File: config.mk
export PLATFORM = sky130hd
export DESIGN_NAME = bat_ram
export DESIGN_NICKNAME = d
export VERILOG_FILES = /design/src/hw/rtl/bat_ram.sv
export SDC_FILE = /design/constraint.sdc
export NUM_CORES = 1
export LEC_CHECK = 0
export BUFFER_PORTS_ARGS = -buffer_cell sky130_fd_sc_hd__buf_2
export CORE_UTILIZATION = 60
export DETAILED_ROUTE_END_ITERATION = 7
export PLACE_DENSITY = 0.78
export SLEW_MARGIN = 0
export SYNTH_ARGS = -nofsm -noshare
export SYNTH_HDL_FRONTEND = slang
export SYNTH_SLANG_ARGS = --single-unit
File: constraint.sdc
create_clock -name clk -period 3.44 [get_ports clk]
set_input_delay 0.688 -clock clk [delete_from_list [all_inputs] [get_ports clk]]
set_output_delay 0.688 -clock clk [all_outputs]
set_load 0.05 [all_outputs]
File: src/hw/rtl/bat_ram.sv
`default_nettype none

module bat_ram #(
  parameter int WIDTH = 8,
  parameter int DEPTH = 16
) (
  input  wire logic                     clk,
  input  wire logic                     wr_en,
  input  wire logic [$clog2(DEPTH)-1:0] wr_addr,
  input  wire logic [WIDTH-1:0]         wr_data,
  input  wire logic [$clog2(DEPTH)-1:0] rd_addr,
  output logic      [WIDTH-1:0]         rd_data
);

  logic [WIDTH-1:0] mem [DEPTH];

  always_ff @(posedge clk) begin
    if (wr_en) mem[wr_addr] <= wr_data;
    rd_data <= mem[rd_addr];
  end

endmodule

`default_nettype wire

==> results of run 1 <==
metrics by stage:
stage / hold WS (ns) / total power, mW / cell area, um^2
final: 0.549 / 3.89 / 5970
after global routing: 0.548 / 3.99 / 5970
after CTS: 0.532 / 3.90 / 5970
after detailed placement: 0.668 / 2.10 / 5380
after global placement: 0.655 / 2.09 / 5380
after floorplan: 0.629 / 2.03 / 5150
worst paths after layout:
kind | start | to | slack, ns
max | rd_addr[0] | rd_data[5] | 1.44
min | wr_data[3] | mem[13][3] | 0.55
max reg2reg | mem[1][5] | rd_data[5] | 2.01
min reg2reg | mem[0][3] | rd_data[3] | 0.68
critical path: cells and delay by family:
family	cells	cell delay [ns]
buffers and inverters	2	0.68
muxes	1	0.58
and+or+nand+nor	1	0.12
AOI/OAI and AO/OA	1	0.31
sequential cells by signal, indices dropped and copies added, names as in the netlist:
name     count
rd_data      8
mem        128
power breakdown:
part / internal, mW / switching [mW]
combinational: 0.0694 / 0.130
clock: 1.19 / 0.633
sequential: 1.85 / 0.0110
total: 3.11 / 0.774
placed cells by master, fill, tap and decap left out, types with 2 or more instances in the layout:
cell type	instances
a22oi_1	16
buf_2	25
buf_4	5
bufinv_16	4
clkbuf_1	4
clkbuf_16	16
clkbuf_8	2
clkinv_2	3
clkinvlp_4	2
dfxtp_1	8
edfxtp_1	128
mux4_1	14
mux4_2	18
nand2_1	9
nand2b_1	2
nand3b_1	2
nor2_1	13
nor3_1	4
routing by layer:
layer / up-vias / global-route usage (%) / share of wire [%]
met5: - / 0 / 0
met4: 0 / 9.22 / 1.3
met3: 16 / 6.84 / 7.9
met2: 113 / 36.1 / 50
met1: 1277 / 33.7 / 41
li1: 1050 / - / -
cells by family after synthesis:
logic type	Yosys count
simple gates	35
mux	32
buf+inv	10
flops	136
compound gates	16
area by class of cell:
type | instances | share of cell area, %
flip-flops and latches | 136 | 67.0
multi-input cells | 83 | 17.7
clock buffers | 22 | 7.42
repair buffers | 31 | 3.06
clock inverters | 10 | 2.58
well taps | 105 | 2.20
==> results.sh, run 1 <==
export IMPL_synth_nets=247
export IMPL_synth_cell_types=19
export IMPL_syn_inst=229
export IMPL_synth_area_mm2=0.00515
export IMPL_setup_tns_ns=0
export IMPL_cts_resized=0
export IMPL_cts_buffers=17
export IMPL_arrival_ns=2.38
export IMPL_cts_tree="yes"
export IMPL_drive_gt1_share_pct=27.3
export IMPL_synth_xor_area_share_pct=0
export IMPL_grt_max_degree=33
export IMPL_post_route_period_util_pct=58.0
export IMPL_cts_htree_levels=4
export IMPL_hold_depth=1
export IMPL_clockRootBuffer="clkbuf_8"
export IMPL_avgSynthCellArea_um2=22.5
export IMPL_synth_adder_area_share_pct=0
export IMPL_hold_violations=0
export IMPL_instances_no_fill=387
export IMPL_crit_fanout=18
export IMPL_status="finished, final reports clean"
export IMPL_synthSimpleGateAreaFrac_pct=3.18
export IMPL_cp_required_ns=3.83
export IMPL_post_route_drc_count=0
export IMPL_grt_pass1_vias=2434
export IMPL_crit_slowest_cell="mux4_1"
export IMPL_clk_latency_ns=0.52
export IMPL_vias=2456
export IMPL_fin_crit_ns=2.00
export IMPL_gp_congestion=0.708
export IMPL_port_buffers=25
export IMPL_cts_clk_slew_worst_paths_ns=0.06
export IMPL_worst_slack_ns=1.44
export IMPL_fin_nets=287
export IMPL_place_hpwl_um=5690
export IMPL_skew_ns=0.00979
export IMPL_synthTopCellsByArea="edfxtp_1, mux4_2, mux4_1"
export IMPL_synth_edf_count=128
export IMPL_relSlewSlack_pct=33.4
export IMPL_async_flop_share_pct=0
export IMPL_reg2reg_depth=3
export IMPL_coreArea_mm2=0.00826
export IMPL_die_y_um=94.6
export IMPL_cts_hold_buffers=0
export IMPL_yosys_area_top_type="edfxtp_1"
export IMPL_start_kind="input pin"
export IMPL_synth_top_area_share_pct=74.7
export IMPL_wl_um=9490
export IMPL_seqCellArea_mm2=0.00400
export IMPL_die_area_mm2=0.00895
export IMPL_synth_area_mux_share_pct=15.0
export IMPL_synth_compound_area_share_pct=2.33
export IMPL_dp_slack_ns=0.898
export IMPL_grt_overflow_total=0
export IMPL_final_core_util_pct=72.3
export IMPL_synth_seq_cells=136
export IMPL_cp_end_kind="flop"
export IMPL_dp_cells=355
export IMPL_ys_warn_count=0
export IMPL_path_cells="buf_2 -> buf_12 -> mux4_1 -> a22oi_1 -> nand2_1"
export IMPL_cts_setup_buffers=0
export IMPL_worstSetupPathType="in -> reg"
export IMPL_finalMaxSlewViolations=0
export IMPL_min_path_type="in -> reg"
export IMPL_ant_nets=0
export IMPL_n_fill_cell=482
export IMPL_finalSetupViolCount=0
export IMPL_synth_ff_type="edfxtp_1"
export IMPL_diodes=0
export IMPL_synth_top_family_by_area="multiplexers"
export IMPL_start_util_pct=62.3
export IMPL_rsz0062_at_grt="no"
export IMPL_io_pins=26
export IMPL_synth_most_common_cell="edfxtp_1"
export IMPL_die_x_um=94.6
export IMPL_firstDrtPassIters=6
export IMPL_ir_worst_vdd_v=0.000408
export IMPL_max_freq_ghz=0.501
export IMPL_antenna_found_initial=0
export IMPL_grt_usage_pct=23.9
export IMPL_wire_per_inst_um=24.5
export IMPL_post_drt_via_cell_ratio=6.35
export IMPL_clock_sinks=136
export IMPL_clockBufferDepth=2
export IMPL_area_growth_pct=16.0
export IMPL_worst_pin_slew_ns=0.996
export IMPL_drv_cap=0
export IMPL_grt_pass1_wl_um=14200
export IMPL_p_leak_nw=2.02
export IMPL_critical_path_max_stage_delay_ns=0.58
export IMPL_multiInputGateArea_mm2=0.00106
export IMPL_core_rowCount=33
export IMPL_drt_iter0_drc=302
export IMPL_yosys_top_cells_count="edfxtp_1, mux4_2, a22oi_1"
export IMPL_ys_seq_area_share_pct=77.8
export IMPL_powerDensity_mw_per_mm2=651
No activity file was read; power rests on OpenSTA's default activity.
==> run 2: changes to the inputs <==
CORE_UTILIZATION = 54   (was 60)
PLACE_DENSITY = 0.74   (was 0.78)
clock period = 1.8 ns   (was 3.44 ns; I/O delays follow)
==> run 2 against run 1 <==
Global-route usage is 2.6 points lower. Combinational power is 99% higher. Final cell count is 11% higher. Total power is 82% higher. Flip-flop and latch count stayed put. First-iteration DRC count is 50% lower. Register-to-register slack worse by 1.6 ns. Routed wire length is 0.83% lower. Sequential share of layout area is 1.4 points lower. Utilization is 6.3 points lower. Die area is 11% higher. Sequential power is 92% higher. Critical path type is now reg -> out. Highest routed layer unchanged.
==> results.sh, run 2 (synthesis gave the netlist of run 1 again) <==
export IMPL_grt_max_degree=20
export IMPL_fin_area_mm2=0.00610
export IMPL_cts_setup_buffers=0
export IMPL_port_buffers=25
export IMPL_io_pins=26
export IMPL_crit_fanout=1
export IMPL_hold_violations=0
export IMPL_grt_pass1_wl_um=14500
export IMPL_place_hpwl_um=6030
export IMPL_critical_path_max_stage_delay_ns=0.36
export IMPL_worstSetupPathType="reg -> out"
export IMPL_gp_congestion=0.708
export IMPL_cp_end_kind="output pin"
export IMPL_clock_sinks=136
export IMPL_skew_ns=0.00649
export IMPL_dp_cells=396
export IMPL_grt_usage_pct=21.3
export IMPL_cp_required_ns=1.44
export IMPL_rsz0062_at_grt="no"
export IMPL_post_route_period_util_pct=84.0
export IMPL_clockBufferDepth=2
export IMPL_fin_nets=304
export IMPL_vias=2418
export IMPL_final_cell_mix="edfxtp_1, buf_2, buf_4"
export IMPL_top_regs="mem: 128 flops, rd_data: 8 flops"
export IMPL_max_freq_ghz=0.661
export IMPL_p_leak_nw=2.08
export IMPL_finalSetupViolCount=0
export IMPL_setup_tns_ns=0
export IMPL_cts_htree_levels=4
export IMPL_largest_reg_flops=128
export IMPL_path_cells="buf_2"
export IMPL_status="finished, final reports clean"
export IMPL_cts_buffers=17
export IMPL_fin_crit_ns=1.51
export IMPL_crit_slowest_cell="dfxtp_1"
export IMPL_arrival_ns=1.15
export IMPL_wl_um=9410
export IMPL_core_rowCount=35
export IMPL_min_path_type="in -> reg"
export IMPL_post_route_drc_count=0
export IMPL_instances_no_fill=428
export IMPL_grt_pass1_vias=2544
export IMPL_wire_per_inst_um=22.0
export IMPL_drv_cap=0
export IMPL_crit_buf_inv=1
export IMPL_cts_tree="yes"
export IMPL_cts_hold_buffers=0
export IMPL_dpl_cell_area_mm2=0.00555
export IMPL_ir_worst_vdd_v=0.000712
export IMPL_drt_iter0_drc=151
export IMPL_grt_overflow_total=0
export IMPL_clk_latency_ns=0.50
export IMPL_final_common_cell="edfxtp_1"
export IMPL_crit_family="flip-flops"
export IMPL_die_y_um=99.6
export IMPL_cts_clk_slew_worst_paths_ns=0.06
export IMPL_diodes=0
export IMPL_top_register="mem"
export IMPL_post_drt_via_cell_ratio=5.65
export IMPL_finalMaxSlewViolations=0
export IMPL_die_area_mm2=0.00993
export IMPL_worst_pin_slew_ns=0.386
export IMPL_drive_gt1_share_pct=32.1
export IMPL_ant_nets=0
export IMPL_coreArea_mm2=0.00924
export IMPL_die_x_um=99.6
export IMPL_cts_resized=0
export IMPL_start_util_pct=55.7
export IMPL_firstDrtPassIters=4
export IMPL_relSlewSlack_pct=74.3
export IMPL_clockRootBuffer="clkbuf_8"
export IMPL_powerDensity_mw_per_mm2=1160
export IMPL_start_kind="flop"
export IMPL_p_total_mw=7.08
export IMPL_antenna_found_initial=0
export IMPL_area_growth_pct=18.4
## run 2: layer usage
layer | share of wire, % | vias up | routed length [um] | GRT usage, %
met5 | 0 | - | 0 | 0
met4 | 0.88 | 0 | 83 | 7.81
met3 | 6.2 | 7 | 583 | 5.48
met2 | 54 | 80 | 5110 | 35.6
met1 | 39 | 1245 | 3630 | 27.5
li1 | - | 1086 | - | -
## run 2: layout make-up
cell class / instances / area (um^2)
Clock buffer: 24 / 470
Fill cell: 600 / 3140
Tap cell: 129 / 161
Timing Repair Buffer: 48 / 323
Clock inverter: 8 / 75.1
Multi-Input combinational cell: 83 / 1060
Sequential cell: 136 / 4000
## run 2: path summary, 6_finish.rpt
check             slack, ns  cells past startpoint  startpoint    endpoint
setup / recovery       0.29                      1  rd_data[6]  rd_data[6]
hold / removal         0.23                      1  wr_data[2]  mem[14][2]
hold reg to reg        0.67                      3   mem[4][0]  rd_data[0]
setup reg to reg       0.42                      3   mem[1][5]  rd_data[5]
## run 2: through the flow
stage	hold WS [ns]	setup WS (ns)	utilization, %
after detailed placement	0.667	0.0237	60.1
after CTS	0.208	0.249	66.0
after global routing	0.211	0.225	66.0
after global placement	0.660	0.0478	60.1
after floorplan	0.459	0.174	-
final	0.230	0.288	66.0
## run 2: where the power goes
group | internal, mW | switching (mW)
combinational | 0.148 | 0.249
sequential | 3.54 | 0.0245
clock | 1.93 | 1.18
==> run 3: changes to the inputs <==
CORE_UTILIZATION = 60   (was 54)
PLACE_DENSITY = 0.78   (was 0.74)
clock period = 1.45 ns   (was 1.8 ns; I/O delays follow)
==> run 3 against run 2 <==
Non-clock buffer count rose by 9. Largest cell class unchanged. Clock-buffer cell count fell by 6. Design area rose by 2.8%. Flip-flop and latch count did not move. Final cell count fell by 3.5%. Utilization rose by 9.9 points. Largest power group is now clock. First-iteration DRC count rose by 87%. Highest routed layer unchanged.
==> results.sh, run 3 (synthesis gave the netlist of run 1 again) <==
export IMPL_post_route_drc_count=0
export IMPL_start_util_pct=62.3
export IMPL_clockRootBuffer="clkbuf_8"
export IMPL_cp_end_kind="output pin"
export IMPL_skew_ns=0.0109
export IMPL_grt_pass1_wl_um=15400
export IMPL_fin_crit_ns=1.41
export IMPL_path_cells="buf_2"
export IMPL_crit_buf_inv=1
export IMPL_max_freq_ghz=0.707
export IMPL_wl_um=10000
export IMPL_worst_pin_slew_ns=0.774
export IMPL_crit_slowest_cell="dfxtp_1"
export IMPL_regToRegSetupSlack_ns=0.04
export IMPL_final_common_cell="edfxtp_1"
export IMPL_worstReg2RegEnd="rd_data[0]"
export IMPL_post_drt_via_cell_ratio=6.17
export IMPL_fin_nets=313
export IMPL_cts_htree_levels=4
export IMPL_grt_overflow_total=0
export IMPL_clk_latency_ns=0.51
export IMPL_hold_violations=0
export IMPL_min_path_type="in -> reg"
export IMPL_arrival_ns=1.12
export IMPL_dp_slack_ns=-0.297
export IMPL_worstSetupPathType="reg -> out"
export IMPL_p_leak_nw=2.19
export IMPL_finalMaxSlewViolations=0
export IMPL_drive_gt1_share_pct=36.4
export IMPL_maxUsedRoutingLayer="met4"
export IMPL_cts_tree="yes"
export IMPL_hold_depth=1
export IMPL_die_x_um=94.6
export IMPL_place_hpwl_um=6090
export IMPL_clock_sinks=136
export IMPL_rsz0062_at_grt="no"
export IMPL_cp_required_ns=1.16
export IMPL_io_pins=26
export IMPL_cts_resized=1
export IMPL_port_buffers=25
export IMPL_worst_slack_ns=0.0364
export IMPL_crit_family="flip-flops"
export IMPL_critical_path_max_stage_delay_ns=0.34
export IMPL_gp_congestion=0.794
export IMPL_cts_buffers=17
export IMPL_diodes=0
export IMPL_antenna_found_initial=0
export IMPL_firstDrtPassIters=4
export IMPL_min_from="wr_data[7]"
export IMPL_start_kind="flop"
export IMPL_ant_nets=0
export IMPL_crit_fanout=1
export IMPL_reg2reg_depth=3
export IMPL_relSlewSlack_pct=48.3
export IMPL_multiInputGateArea_mm2=0.00108
export IMPL_cts_setup_buffers=0
export IMPL_largest_reg_flops=128
export IMPL_hold_path_end="mem[14][7]"
export IMPL_area_growth_pct=21.7
export IMPL_met1_length_um=4050
export IMPL_met3RoutedLength_um=694
export IMPL_wire_per_inst_um=24.3
export IMPL_core_rowCount=33
export IMPL_cts_clk_slew_worst_paths_ns=0.06
export IMPL_grt_pass1_vias=2620
export IMPL_grt_max_degree=21
export IMPL_drt_iter0_drc=282
export IMPL_n_fill_cell=455
export IMPL_grt_usage_pct=25.9
export IMPL_die_area_mm2=0.00895
export IMPL_finalSetupViolCount=0
export IMPL_ir_worst_vdd_v=0.000971
export IMPL_coreArea_mm2=0.00826
export IMPL_seqCellArea_mm2=0.00400
export IMPL_rr_startpoint="mem[1][0]"
export IMPL_status="finished, final reports clean"
export IMPL_final_cell_mix="edfxtp_1, buf_4, buf_2"
export IMPL_hold_ws_ns=0.161
export IMPL_dr_wl_met2_um=5070
export IMPL_cts_hold_buffers=0
export IMPL_top_regs="mem: 128 flops, rd_data: 8 flops"
export IMPL_die_y_um=94.6
export IMPL_vias=2549
export IMPL_top_register="mem"
export IMPL_drv_cap=0
export IMPL_clockBufferDepth=2
export IMPL_post_route_period_util_pct=97.5
export IMPL_powerDensity_mw_per_mm2=1520
-- run 3: cell count changes in the layout (fill, tap and decap cells not counted), sizes merged --
cell      previous run  this run
clkinvlp             4         3
bufinv               1         5
buf                 48        56
clkbuf              24        19
inv                  0         3
-- run 3: final cells by class --
class,count,share of cell area [%]
sequential,136,63.9
multi-input combinational,83,17.2
clock buffer,18,6.83
timing repair buffer,57,6.51
clock inverter,14,3.47
tap,105,2.10
-- run 3: worst max path at each step --
stage,from,slack (ns),cells after the start,to
3_5_place_dp,rd_addr[0],-0.30,6,rd_data[1]
5_1_grt,rd_data[4],0.004,1,rd_data[4]
3_3_place_gp,rd_addr[0],-0.27,6,rd_data[1]
2_1_floorplan,wr_addr[2],-0.11,2,mem[3][0]
6_report,rd_data[2],0.04,1,rd_data[2]
4_1_cts,rd_data[7],0.02,1,rd_data[7]
-- run 3: report_power, final --
group          internal, mW  switching [mW]  total [mW]
logic                 0.203           0.329       0.532
registers              4.40          0.0291        4.42
clock network          3.02            1.57        4.60
-- run 3: metrics by stage --
stage | total power [mW] | instance area (um^2) | instances | utilization (%) | setup TNS (ns)
floorplan | 4.81 | 5160 | 229 | - | -3.26
global placement | 5.00 | 5610 | 381 | 67.9 | -3.50
detailed placement | 5.02 | 5610 | 381 | 67.9 | -4.41
CTS | 9.61 | 6260 | 413 | 75.8 | 0
global route | 9.82 | 6270 | 413 | 75.9 | 0
finish | 9.55 | 6270 | 413 | 75.9 | 0
-- run 3: layer usage --
metal | up-vias | track usage [%]
li1 | 1108 | -
met1 | 1289 | 34.9
met2 | 133 | 40.2
met3 | 19 | 6.60
met4 | 0 | 12.4
met5 | - | 0
